## config.mk

```make
export PLATFORM = sky130hd
export DESIGN_NAME = infix_to_prefix_converter_unit
export DESIGN_NICKNAME = d
export VERILOG_FILES = /design/src/sv/icp_pkg.sv /design/src/sv/icp_ram.sv /design/src/sv/infix_to_prefix_converter_unit.sv
export SDC_FILE = /design/constraint.sdc
export NUM_CORES = 2
export LEC_CHECK = 0
export BUFFER_PORTS_ARGS = -buffer_cell sky130_fd_sc_hd__buf_2
export CAP_MARGIN = 25
export CORE_MARGIN = 2
export CORE_UTILIZATION = 40
export CTS_CLUSTER_SIZE = 25
export DETAILED_ROUTE_END_ITERATION = 8
export GPL_TIMING_DRIVEN = 1
export PLACE_DENSITY = 0.52
export SYNTH_ARGS = -nofsm -noshare
export SYNTH_HDL_FRONTEND = slang
export SYNTH_SLANG_ARGS = --single-unit
```

## constraint.sdc

```tcl
create_clock -name i_clk -period 13.4 [get_ports i_clk]
set_clock_uncertainty 0.1 [all_clocks]
set_input_delay 1.34 -clock i_clk [delete_from_list [all_inputs] [get_ports i_clk]]
set_output_delay 1.34 -clock i_clk [all_outputs]
set_load 0.01 [all_outputs]
```

## src/sv/icp_pkg.sv

```systemverilog
// shared types, constants and character helpers for the infix to prefix converter
package icp_pkg;

    // store depth and derived widths
    localparam int MAX_CHARS = 64;
    localparam int CNT_W     = $clog2(MAX_CHARS + 1);
    localparam int ADDR_W    = $clog2(MAX_CHARS);

    // character codes
    localparam logic [7:0] CH_PLUS  = 8'h2B;
    localparam logic [7:0] CH_MINUS = 8'h2D;
    localparam logic [7:0] CH_STAR  = 8'h2A;
    localparam logic [7:0] CH_SLASH = 8'h2F;
    localparam logic [7:0] CH_LPAR  = 8'h28;
    localparam logic [7:0] CH_RPAR  = 8'h29;
    localparam logic [7:0] CH_0     = 8'h30;
    localparam logic [7:0] CH_9     = 8'h39;
    localparam logic [7:0] CH_UA    = 8'h41;
    localparam logic [7:0] CH_UZ    = 8'h5A;
    localparam logic [7:0] CH_LA    = 8'h61;
    localparam logic [7:0] CH_LZ    = 8'h7A;

    // result status codes
    typedef enum logic [1:0] {
        STAT_OK        = 2'd0,
        STAT_UNBALANCE = 2'd1,
        STAT_TOO_LONG  = 2'd2
    } t_status;

    // conversion sequencer states
    typedef enum logic [3:0] {
        ST_IDLE,
        ST_FETCH,
        ST_CLASS,
        ST_TOP,
        ST_FLUSH,
        ST_FLUSH_POP,
        ST_EMIT_START,
        ST_EMIT
    } t_state;

    // one input transfer
    typedef struct packed {
        logic [7:0] in_char;
        logic       in_last;
    } t_in_item;

    // one result transfer
    typedef struct packed {
        logic [7:0] out_char;
        logic       has_char;
        logic       out_last;
        t_status    status;
    } t_out_item;

    function automatic logic is_alnum(input logic [7:0] c);
        return ((c >= CH_0) && (c <= CH_9)) || ((c >= CH_UA) && (c <= CH_UZ)) ||
               ((c >= CH_LA) && (c <= CH_LZ));
    endfunction

    function automatic logic is_op(input logic [7:0] c);
        return (c == CH_PLUS) || (c == CH_MINUS) || (c == CH_STAR) || (c == CH_SLASH);
    endfunction

    // precedence: 1 for + and -, 2 for * and /, 0 otherwise
    function automatic logic [1:0] rank(input logic [7:0] c);
        logic [1:0] r;
        r = 2'd0;
        if ((c == CH_PLUS) || (c == CH_MINUS)) begin
            r = 2'd1;
        end else if ((c == CH_STAR) || (c == CH_SLASH)) begin
            r = 2'd2;
        end
        return r;
    endfunction

endpackage

```

## src/sv/icp_ram.sv

```systemverilog
// simple dual port synchronous ram with registered, enable-held read data
module icp_ram #(
    parameter int DEPTH  = 64,
    parameter int WIDTH  = 8,
    parameter int ADDR_W = $clog2(DEPTH)
) (
    input  logic              i_clk,
    input  logic              i_we,
    input  logic [ADDR_W-1:0] i_waddr,
    input  logic [WIDTH-1:0]  i_wdata,
    input  logic              i_re,
    input  logic [ADDR_W-1:0] i_raddr,
    output logic [WIDTH-1:0]  o_rdata
);

    logic [WIDTH-1:0] r_mem [DEPTH];
    logic [WIDTH-1:0] r_rdata;

    // write port
    always_ff @(posedge i_clk) begin
        if (i_we) begin
            r_mem[i_waddr] <= i_wdata;
        end
    end

    // read port, data holds until the next read
    always_ff @(posedge i_clk) begin
        if (i_re) begin
            r_rdata <= r_mem[i_raddr];
        end
    end

    assign o_rdata = r_rdata;

endmodule

```

## src/sv/infix_to_prefix_converter_unit.sv

```systemverilog
// top level of the infix to prefix converter: input store, operator stack and output store
// Characters are taken one per cycle while o_busy is low; a character transfer without
// in_last gives no result. The transfer with in_last raises o_busy for the conversion: the
// backward scan takes a store read, then a classify step, per stored character, every
// stack top compare or pop adds an ST_TOP step, every operator left on the stack at the end is
// read, then popped, and the prefix string then leaves at one result per cycle, the last
// one flagged out_last. All three stores are synchronous memories with registered read
// data and one read port each. An expression that overflows the store returns a
// single too-long result in the cycle after its last character, without raising o_busy.
// Results are shown for one cycle with o_strobe and cannot be held off by the receiver. No
// clearing pass runs after reset.
module infix_to_prefix_converter_unit
    import icp_pkg::*;
(
    input  logic      i_clk,
    input  logic      i_rst_n,
    input  logic      i_start,
    input  t_in_item  i_in,
    output logic      o_busy,
    output logic      o_strobe,
    output t_out_item o_out
);

    // control registers
    t_state           r_state,     n_state;
    logic [CNT_W-1:0] r_expr_cnt,  n_expr_cnt;
    logic             r_ovf,       n_ovf;
    logic [CNT_W-1:0] r_depth,     n_depth;
    logic [CNT_W-1:0] r_out_cnt,   n_out_cnt;
    logic [CNT_W-1:0] r_idx,       n_idx;
    logic             r_strobe,    n_strobe;
    // payload registers
    logic [7:0]       r_ch,        n_ch;
    t_out_item        r_out,       n_out;

    // memory ports
    logic              expr_we,  expr_re;
    logic [ADDR_W-1:0] expr_waddr, expr_raddr;
    logic [7:0]        expr_wdata, expr_rdata;
    logic              stk_we,   stk_re;
    logic [ADDR_W-1:0] stk_waddr, stk_raddr;
    logic [7:0]        stk_wdata, stk_rdata;
    logic              outs_we,  outs_re;
    logic [ADDR_W-1:0] outs_waddr, outs_raddr;
    logic [7:0]        outs_wdata, outs_rdata;

    // decremented counters
    logic [CNT_W-1:0] idx_m1, depth_m1, depth_m2, out_m1;
    assign idx_m1   = r_idx - 1'b1;
    assign depth_m1 = r_depth - 1'b1;
    assign depth_m2 = r_depth - CNT_W'(2);
    assign out_m1   = r_out_cnt - 1'b1;

    icp_ram #(.DEPTH(MAX_CHARS), .WIDTH(8)) u_expr_ram (
        .i_clk   (i_clk),
        .i_we    (expr_we),
        .i_waddr (expr_waddr),
        .i_wdata (expr_wdata),
        .i_re    (expr_re),
        .i_raddr (expr_raddr),
        .o_rdata (expr_rdata)
    );

    icp_ram #(.DEPTH(MAX_CHARS), .WIDTH(8)) u_stack_ram (
        .i_clk   (i_clk),
        .i_we    (stk_we),
        .i_waddr (stk_waddr),
        .i_wdata (stk_wdata),
        .i_re    (stk_re),
        .i_raddr (stk_raddr),
        .o_rdata (stk_rdata)
    );

    icp_ram #(.DEPTH(MAX_CHARS), .WIDTH(8)) u_out_ram (
        .i_clk   (i_clk),
        .i_we    (outs_we),
        .i_waddr (outs_waddr),
        .i_wdata (outs_wdata),
        .i_re    (outs_re),
        .i_raddr (outs_raddr),
        .o_rdata (outs_rdata)
    );

    // state and control registers
    always_ff @(posedge i_clk) begin
        if (!i_rst_n) begin
            r_state    <= ST_IDLE;
            r_expr_cnt <= '0;
            r_ovf      <= 1'b0;
            r_depth    <= '0;
            r_out_cnt  <= '0;
            r_idx      <= '0;
            r_strobe   <= 1'b0;
        end else begin
            r_state    <= n_state;
            r_expr_cnt <= n_expr_cnt;
            r_ovf      <= n_ovf;
            r_depth    <= n_depth;
            r_out_cnt  <= n_out_cnt;
            r_idx      <= n_idx;
            r_strobe   <= n_strobe;
        end
    end

    // payload registers
    always_ff @(posedge i_clk) begin
        r_ch  <= n_ch;
        r_out <= n_out;
    end

    // sequencer: next state, memory accesses and results
    always_comb begin
        logic       put;
        logic [7:0] put_data;
        logic       finish;

        put        = 1'b0;
        put_data   = '0;
        finish     = 1'b0;

        n_state    = r_state;
        n_expr_cnt = r_expr_cnt;
        n_ovf      = r_ovf;
        n_depth    = r_depth;
        n_out_cnt  = r_out_cnt;
        n_idx      = r_idx;
        n_strobe   = 1'b0;
        n_ch       = r_ch;
        n_out      = r_out;

        expr_we    = 1'b0;
        expr_waddr = r_expr_cnt[ADDR_W-1:0];
        expr_wdata = i_in.in_char;
        expr_re    = 1'b0;
        expr_raddr = idx_m1[ADDR_W-1:0];
        stk_we     = 1'b0;
        stk_waddr  = r_depth[ADDR_W-1:0];
        stk_wdata  = r_ch;
        stk_re     = 1'b0;
        stk_raddr  = depth_m1[ADDR_W-1:0];
        outs_re    = 1'b0;
        outs_raddr = out_m1[ADDR_W-1:0];

        case (r_state)
            // load characters, start the scan on the last one
            ST_IDLE: begin
                if (i_start) begin
                    if (r_expr_cnt < CNT_W'(MAX_CHARS)) begin
                        expr_we    = 1'b1;
                        n_expr_cnt = r_expr_cnt + 1'b1;
                    end else begin
                        n_ovf = 1'b1;
                    end
                    if (i_in.in_last) begin
                        if (r_ovf || (r_expr_cnt == CNT_W'(MAX_CHARS))) begin
                            n_strobe       = 1'b1;
                            n_out.out_char = '0;
                            n_out.has_char = 1'b0;
                            n_out.out_last = 1'b1;
                            n_out.status   = STAT_TOO_LONG;
                            finish         = 1'b1;
                        end else begin
                            n_idx   = r_expr_cnt + 1'b1;
                            n_state = ST_FETCH;
                        end
                    end
                end
            end

            // read the next stored character, going backward
            ST_FETCH: begin
                if (r_idx == '0) begin
                    n_state = ST_FLUSH;
                end else begin
                    expr_re = 1'b1;
                    n_idx   = idx_m1;
                    n_state = ST_CLASS;
                end
            end

            // classify the character just read
            ST_CLASS: begin
                n_ch    = expr_rdata;
                n_state = ST_FETCH;
                if (is_alnum(expr_rdata)) begin
                    put      = 1'b1;
                    put_data = expr_rdata;
                end else if (expr_rdata == CH_RPAR) begin
                    if (r_depth < CNT_W'(MAX_CHARS)) begin
                        stk_we    = 1'b1;
                        stk_wdata = expr_rdata;
                        n_depth   = r_depth + 1'b1;
                    end
                end else if ((expr_rdata == CH_LPAR) || is_op(expr_rdata)) begin
                    if (r_depth != '0) begin
                        stk_re  = 1'b1;
                        n_state = ST_TOP;
                    end else if (expr_rdata == CH_LPAR) begin
                        // stray open parenthesis
                        n_strobe       = 1'b1;
                        n_out.out_char = '0;
                        n_out.has_char = 1'b0;
                        n_out.out_last = 1'b1;
                        n_out.status   = STAT_UNBALANCE;
                        finish         = 1'b1;
                    end else begin
                        stk_we    = 1'b1;
                        stk_wdata = expr_rdata;
                        n_depth   = r_depth + 1'b1;
                    end
                end
            end

            // compare against the stack top, pop or push
            ST_TOP: begin
                if (r_ch == CH_LPAR) begin
                    if (stk_rdata == CH_RPAR) begin
                        n_depth = depth_m1;
                        n_state = ST_FETCH;
                    end else begin
                        put      = 1'b1;
                        put_data = stk_rdata;
                        n_depth  = depth_m1;
                        if (depth_m1 == '0) begin
                            n_strobe       = 1'b1;
                            n_out.out_char = '0;
                            n_out.has_char = 1'b0;
                            n_out.out_last = 1'b1;
                            n_out.status   = STAT_UNBALANCE;
                            finish         = 1'b1;
                        end else begin
                            stk_re    = 1'b1;
                            stk_raddr = depth_m2[ADDR_W-1:0];
                        end
                    end
                end else if (rank(r_ch) < rank(stk_rdata)) begin
                    put      = 1'b1;
                    put_data = stk_rdata;
                    if (depth_m1 == '0) begin
                        stk_we    = 1'b1;
                        stk_waddr = '0;
                        n_depth   = CNT_W'(1);
                        n_state   = ST_FETCH;
                    end else begin
                        n_depth   = depth_m1;
                        stk_re    = 1'b1;
                        stk_raddr = depth_m2[ADDR_W-1:0];
                    end
                end else begin
                    if (r_depth < CNT_W'(MAX_CHARS)) begin
                        stk_we  = 1'b1;
                        n_depth = r_depth + 1'b1;
                    end
                    n_state = ST_FETCH;
                end
            end

            // empty the stack into the output store
            ST_FLUSH: begin
                if (r_depth == '0) begin
                    n_state = ST_EMIT_START;
                end else begin
                    stk_re  = 1'b1;
                    n_state = ST_FLUSH_POP;
                end
            end

            ST_FLUSH_POP: begin
                put      = 1'b1;
                put_data = stk_rdata;
                n_depth  = depth_m1;
                n_state  = ST_FLUSH;
            end

            // first read of the reversed output, or the empty result
            ST_EMIT_START: begin
                if (r_out_cnt == '0) begin
                    n_strobe       = 1'b1;
                    n_out.out_char = '0;
                    n_out.has_char = 1'b0;
                    n_out.out_last = 1'b1;
                    n_out.status   = STAT_OK;
                    finish         = 1'b1;
                end else begin
                    outs_re   = 1'b1;
                    n_out_cnt = out_m1;
                    n_state   = ST_EMIT;
                end
            end

            // one result per cycle, next read overlapped
            ST_EMIT: begin
                n_strobe       = 1'b1;
                n_out.out_char = outs_rdata;
                n_out.has_char = 1'b1;
                n_out.out_last = (r_out_cnt == '0);
                n_out.status   = STAT_OK;
                if (r_out_cnt == '0) begin
                    finish = 1'b1;
                end else begin
                    outs_re   = 1'b1;
                    n_out_cnt = out_m1;
                end
            end

            default: begin
                n_state = ST_IDLE;
            end
        endcase

        // output store append, dropped once full
        outs_we    = 1'b0;
        outs_waddr = r_out_cnt[ADDR_W-1:0];
        outs_wdata = put_data;
        if (put && (r_out_cnt < CNT_W'(MAX_CHARS))) begin
            outs_we   = 1'b1;
            n_out_cnt = r_out_cnt + 1'b1;
        end

        // expression done: counts and flags back to zero
        if (finish) begin
            n_state    = ST_IDLE;
            n_expr_cnt = '0;
            n_ovf      = 1'b0;
            n_depth    = '0;
            n_out_cnt  = '0;
        end
    end

    assign o_busy   = (r_state != ST_IDLE);
    assign o_strobe = r_strobe;
    assign o_out    = r_out;

    // a result without a character always closes the expression
    a_empty_is_last: assert property (@(posedge i_clk) disable iff (!i_rst_n)
        (o_strobe && !o_out.has_char) |-> o_out.out_last)
        else $error("result without character not marked last");

    // an error status never carries a character
    a_err_no_char: assert property (@(posedge i_clk) disable iff (!i_rst_n)
        (o_strobe && (o_out.status != STAT_OK)) |-> !o_out.has_char)
        else $error("error result carries a character");

    // every emit cycle produces a result transfer
    a_emit_strobe: assert property (@(posedge i_clk) disable iff (!i_rst_n)
        (r_state == ST_EMIT) |=> o_strobe)
        else $error("emit cycle without result");

    // stack and output counts stay within the stores
    a_counts_bound: assert property (@(posedge i_clk) disable iff (!i_rst_n)
        (r_depth <= CNT_W'(MAX_CHARS)) && (r_out_cnt <= CNT_W'(MAX_CHARS)))
        else $error("stack or output count beyond store depth");

endmodule
```

Yosys cells after proc, flatten, opt, wreduce, memory -nomap -nowiden
Memories as Yosys holds them, arrays and structs flattened. A register that Yosys moved wholly into a read port is not among the register bits. Index checks and enable logic that the tools add are counted.

Register bits after elaboration: 54. ROM bits: 0. Input port bits: 12. Output and inout bits: 14. Bits in writable memories: 1536. Bits in latches: 0. Memories kept: 3.

Memory list: u_expr_ram.r_mem (depth 64, width 8, rd ports 1, clocked after Yosys merged registers in 1, write ports 1, RTL line icp_ram.sv:16) `logic [WIDTH-1:0] r_mem [DEPTH];`; u_out_ram.r_mem (depth 64, width 8, rd ports 1, clocked after Yosys merged registers in 1, write ports 1, RTL line icp_ram.sv:16); u_stack_ram.r_mem (depth 64, width 8, rd ports 1, clocked after Yosys merged registers in 1, write ports 1, RTL line icp_ram.sv:16).

Add/sub/neg operators: 7. Equal/unequal tests: 45. Reduce and logical (&&, ||, !) cells: 35. Divide/modulo/power cells: 0. Multiply operators: 0. $lt $le $gt $ge: 10. Mux-type cells: 127. Shift-type cells: 0. Bitwise gates (word level): 3.

Operators by type and width (number): 2-to-1 mux 12 bit (12); equality test 8 x 6 -> 1 bit, second input constant (16); 2-to-1 mux 7 bit (16); 2-to-1 mux 8 bit (11); case mux 12 bit (5 select lines) (1); 2-to-1 mux 6 bit (9); 2-to-1 mux 1 bit (47); 2-to-1 mux 4 bit (8); case mux 4 bit (8 select lines) (1); inequality test 2 bit, second input constant (15); logical NOT 7 bit (4); 2-to-1 mux 2 bit (13); case mux 8 bit (3 select lines) (1); adder 7 x 1 -> 7 bit, second input constant (3); less-than comparator 7 bit, second input constant (3); case mux 7 bit (3 select lines) (1); subtractor 7 x 1 -> 7 bit, second input constant (3); equality test 4 x 3 -> 1 bit, second input constant (4); greater-or-equal comparator 8 x 7 -> 1 bit, second input constant (2); less-or-equal comparator 8 x 7 -> 1 bit, second input constant (2); case mux 7 bit (2 select lines) (1); AND reduction 13 bit (1); inequality test 3 bit, second input constant (4); logical OR 1 bit (11); 27 further kinds (38).

Logic depth before layout (Yosys ltp)
Word-level depth: 14. Depth in mapped cells: 16. Gate-level depth less buffers: 13.

Cells and area by module
From an unflattened synthesis, not the netlist that was laid out.

Cells, all modules: 3336. Area total of the unflattened synthesis: 64702.1 sq um.

Modules (own cells, without submodules): icp_ram at u_expr_ram (sequential area each 15615.0 sq um, cells an instance 972, area an instance 20270.7 sq um, times used 1); icp_ram at u_stack_ram (sequential area each 15615.0 sq um, cells an instance 940, area an instance 20246.9 sq um, times used 1); icp_ram at u_out_ram (sequential area each 15615.0 sq um, cells an instance 940, area an instance 20241.9 sq um, times used 1); infix_to_prefix_converter_unit (sequential area each 1261.2 sq um, cells an instance 484, area an instance 3942.5 sq um, times used 1).

Worst setup path before layout
Ideal clock, no wire load.

Path type: register -> register. Start point: register r_state[0]. End point: memory u_stack_ram.r_mem[0][0], data pin. Library setup time: 702 ps. Path buffers: 1. Clock period less this slack: 5097 ps. Arrival time: 4295 ps. Data required time: 12598 ps. Path slack: 8303 ps. Stages on the path, launching flop included: 6. Cells stage by stage: dfxtp_1 -> clkbuf_1 -> nor3_1 -> a21boi_1 -> nand2_1 -> o21ai_0.

Word-level cells in the longest chain between the ends: 2.

Ends and longest elaborated chain: start, declared (RTL line infix_to_prefix_converter_unit.sv:25) `t_state r_state, n_state;`; start signal, assigned (RTL line infix_to_prefix_converter_unit.sv:95) `r_state <= n_state;`; equality test 4 x 2 -> 1 bit (RTL line infix_to_prefix_converter_unit.sv:144) `case (r_state)`; 2-to-1 mux 8 bit (RTL line infix_to_prefix_converter_unit.sv:144); net stk_wdata[0] (RTL line infix_to_prefix_converter_unit.sv:42) `logic [7:0] stk_wdata, stk_rdata;`; end, declared (RTL line icp_ram.sv:16).

The timed path passes the listed nets, and every way through them passes these cells.

Worst setup path in the final report
Start point: register u_stack_ram.r_rdata[4], in the netlist u_stack_ram.o_rdata[4], read port of u_stack_ram.r_mem. End point: register u_stack_ram.r_rdata[7], in the netlist u_stack_ram.o_rdata[7], read port of u_stack_ram.r_mem, data pin.

Word-level cells in the longest chain between the ends: 10. Elaborated cells on any way between the ends: 20.

Ends and longest elaborated chain: start, declared (RTL line icp_ram.sv:17) `logic [WIDTH-1:0] r_rdata;`; equality test 8 x 6 -> 1 bit (RTL line icp_pkg.sv:71) `end else if ((c == CH_STAR) || (c == CH_SLASH)) begin`; logical OR 1 bit (RTL line icp_pkg.sv:71); 2-to-1 mux 2 bit (RTL line icp_pkg.sv:71); 2-to-1 mux 2 bit (RTL line icp_pkg.sv:69) `if ((c == CH_PLUS) || (c == CH_MINUS)) begin`; 2-to-1 mux 2 bit (RTL line infix_to_prefix_converter_unit.sv:216) `if (r_ch == CH_LPAR) begin`; 2-to-1 mux 2 bit (RTL line infix_to_prefix_converter_unit.sv:144); less-than comparator 2 bit (RTL line infix_to_prefix_converter_unit.sv:236) `end else if (rank(r_ch) < rank(stk_rdata)) begin`; 2-to-1 mux 1 bit or 2-to-1 mux 6 bit (tied branches) (RTL line infix_to_prefix_converter_unit.sv:236); 2-to-1 mux 1 bit or 2-to-1 mux 6 bit (tied branches) (RTL line infix_to_prefix_converter_unit.sv:216); case mux 1 bit (3 select lines) or 2-to-1 mux 6 bit (tied branches) (RTL line infix_to_prefix_converter_unit.sv:144).

Parallel ways exist; a longest one is shown, timed or not. The select of a mux whose other input is x is not followed. A chain may end at the register's enable or synchronous reset.

==> results.yml <==
critical_path:
  cp.buffers_inverters: 3
  crit_chain: "nor4b_1, nand4_1, ha_1, nor3_1, or4_4, buf_4, nand2_8, buf_4, buf_16, mux2i_1, a32oi_1, o221ai_1, o21ai_0, and4_1"
  path_delay_family: "simple AND/OR/NAND/NOR gates"
  worstSetupPathType: "reg2reg"
  max_stage_delay_ns: 0.66
  end_kind: "flop"
  crit_fanout: 116
  critPathLaunchType: "flop"
  crit_top_cell: "buf_4"
  crit_arrival_ns: 6.71
  critical_path.slowest_cell: "o21ai_0"
  crit_required_ns: 13.92
routing:
  viasPerCell: 5.63
  drt_iter0_drc: 3283
  num_vias: 33600
  ant_nets: 0
  drc_errors: 0
  dr.pass1.iters: 6
  wl_um: 161000
  wl_per_cell_um: 27.0
sta:
  max-slew-margin-rel_pct: 25.7
  drv_slew: 0
  rsz0062_at_grt: "false"
  setup_tns_ns: 0
  hold_viol: 0
  setup_viol_count_final: 0
  fin_crit_ns: 6.19
  fin_crit_sh_pct: 46.2
  fmax_ghz: 0.162
  worst_pin_slew_ns: 1.11
  worst_slack_ns: 7.21
synthesis:
  avgSynthCellArea_um2: 17.8
  syn-num-nets: 3656
  synth_top_area_cell: "edfxtp_1"
  syn-cell-area_um2: 64700
  syn_inst: 3627
  ys_seq_area_share_pct: 74.4
  ys_seq_elements: 1613
  ys_warn_count: 0
  yosys.cell_types.count: 83
  synth_edf_count: 1580
  synth_top_area_share_pct: 73.4
  synth-async-reset-ratio_pct: 0
  synth_top_cells_by_area: "edfxtp_1, mux4_2, nand2_1"
  synth_flop_cell: "edfxtp_1"
clock_network:
  cts_hold_buffers: 0
  post_cts_resized: 0
  clock_sinks: 1613
  cts-root-buf: "clkbuf_16"
  cts_tree: "built"
  cts-buffers-inserted: 170
  clock_path_buffers: 3
  post_cts_buffers: 0
  clk_latency_ns: 0.80
  cts_max_level: 4
  path_clk_slew_ns: 0.06
global_routing:
  grt_pass1_wl_um: 236000
  grt_overflow: 0
  grt_pass1_vias: 33600
  antenna_found_initial: 10
  grt_max_degree: 117
  grtUsageTotal_pct: 19.6
min_path:
  hp-class: "reg2reg"
floorplan:
  start_util_pct: 40.3
  core_um2: 161000
  ios: 26
  dieArea_um2: 165000
  die_h_um: 406
  die_w_um: 406
  fp-row-count: 147
run:
  max-cap-violations: 0
power:
  vdd_drop_max_uv: 131
  power_density_nw_per_um2: 193
  p_leak_uw: 0.0225
layout:
  fin_area_um2: 72400
  syn2layout_area_growth_pct: 12.0
  drive_gt1_share_pct: 19.0
  postLayoutCoreUtil_pct: 45.1
  fin_nets: 3701
placed_design:
  io_buffer_count: 25
  place_hpwl_um: 97500
  dpl-instance-area_um2: 67100
  pre_cts_slack_ns: 7.22
  gp_congestion: 0.872
status:
  status: "complete, no violations"
[cell usage after synthesis (all sizes together), types with 16 or more instances]
master / number
buf: 105
o21ai: 52
ha: 17
a21oi: 55
mux2i: 19
mux4: 336
nor3: 23
edfxtp: 1580
and2: 19
xnor2: 18
nand3: 62
dfxtp: 33
nand4: 20
a311oi: 18
a31oi: 79
nand2: 392
nor2: 282
and3: 91
clkbuf: 111
a221oi: 16
inv: 21
a32oi: 16
a211oi: 108
[worst min-delay path, delay by kind of cell (launching register included)]
kind	cells	cell delay (ns)
simple gates	1	0.09
compound gates	1	0.04
flops	1	0.32
[layer usage]
metal | up-vias | share of wire (%) | track usage, %
met5 | - | 0 | 0
met1 | 17700 | 45 | 29.1
met4 | 0 | 2.5 | 5.45
met2 | 1027 | 46 | 29.9
met3 | 236 | 5.8 | 3.37
li1 | 14700 | - | -
[cell usage in the layout (no fill, tap or decap), types with 15 or more instances in the layout]
master / synthesis / final
a221oi_1: 16 / 16
mux4_2: 336 / 336
o21ai_0: 38 / 37
mux2i_1: 18 / 18
a31oi_1: 77 / 77
and3_1: 91 / 91
nand3_1: 62 / 62
a32oi_1: 16 / 16
a311oi_1: 18 / 18
nor3_1: 22 / 22
buf_4: 9 / 63
dfxtp_1: 33 / 31
nor2_1: 278 / 277
clkbuf_16: 0 / 170
buf_2: 58 / 25
a211oi_1: 100 / 100
ha_1: 17 / 15
nand4_1: 19 / 19
xnor2_1: 18 / 15
clkinv_2: 0 / 37
edfxtp_1: 1580 / 1580
clkinv_1: 0 / 40
clkbuf_1: 110 / 35
or3_1: 15 / 15
a21oi_1: 55 / 55
nand2_1: 391 / 391
inv_1: 21 / 21
[metrics by stage]
| stage | hold slack [ns] | instances | total power (µW) |
|---|---|---|---|
| finish | 0.391 | 5970 | 14000 |
| global route | 0.442 | 5966 | 14500 |
| CTS | 0.386 | 5961 | 14100 |
| detailed placement | 0.372 | 5655 | 9700 |
| global placement | 0.348 | 5653 | 9700 |
| floorplan | 0.324 | 3627 | 8350 |
[final timing paths]
kind,startpoint,end,slack [ns],cells past startpoint
max,u_stack_ram.o_rdata[4]$_DFFE_PP_,u_stack_ram.o_rdata[7]$_DFFE_PP_,7.21,14
min,r_ovf$_SDFFE_PP0P_,r_ovf$_SDFFE_PP0P_,0.39,2
max reg2reg,u_stack_ram.o_rdata[4]$_DFFE_PP_,u_stack_ram.o_rdata[7]$_DFFE_PP_,7.21,14
min reg2reg,r_ovf$_SDFFE_PP0P_,r_ovf$_SDFFE_PP0P_,0.39,2
[cells by family after synthesis]
kind of cell / share of synthesized area, %
simple gates: 6.70
xor+xnor: 0.379
fa+ha+maj: 0.329
buf+inv: 1.61
mux: 12.0
compound gates: 4.54
flops: 74.4
[where the power goes]
group | internal [µW] | switching (µW) | leakage, µW
sequential | 5800 | 111 | 0.0145
clock | 2430 | 1990 | 0.00255
combinational | 1450 | 2190 | 0.00541
[cell type report]
cell class	count	area [µm²]
timing repair buffer	89	626
inverter	21	78.8
tap	2160	2700
clock inverter	101	822
clock buffer	205	4390
fill	13900	88100
antenna	4	10.0
multi-input combinational	1777	15700
sequential	1613	48100
[state kept, by name (all words and copies together), names as in the netlist]
name,cells
o_strobe,1
r_depth,7
u_out_ram.r_mem,512
u_expr_ram.o_rdata,8
r_out_cnt,7
u_stack_ram.o_rdata,8
r_expr_cnt,7
r_ch,8
u_out_ram.o_rdata,8
u_expr_ram.r_mem,512
o_out,12
r_idx,7
r_ovf,1
u_stack_ram.r_mem,512
r_state,3
Note: power is estimated with default switching activity, not from simulation.
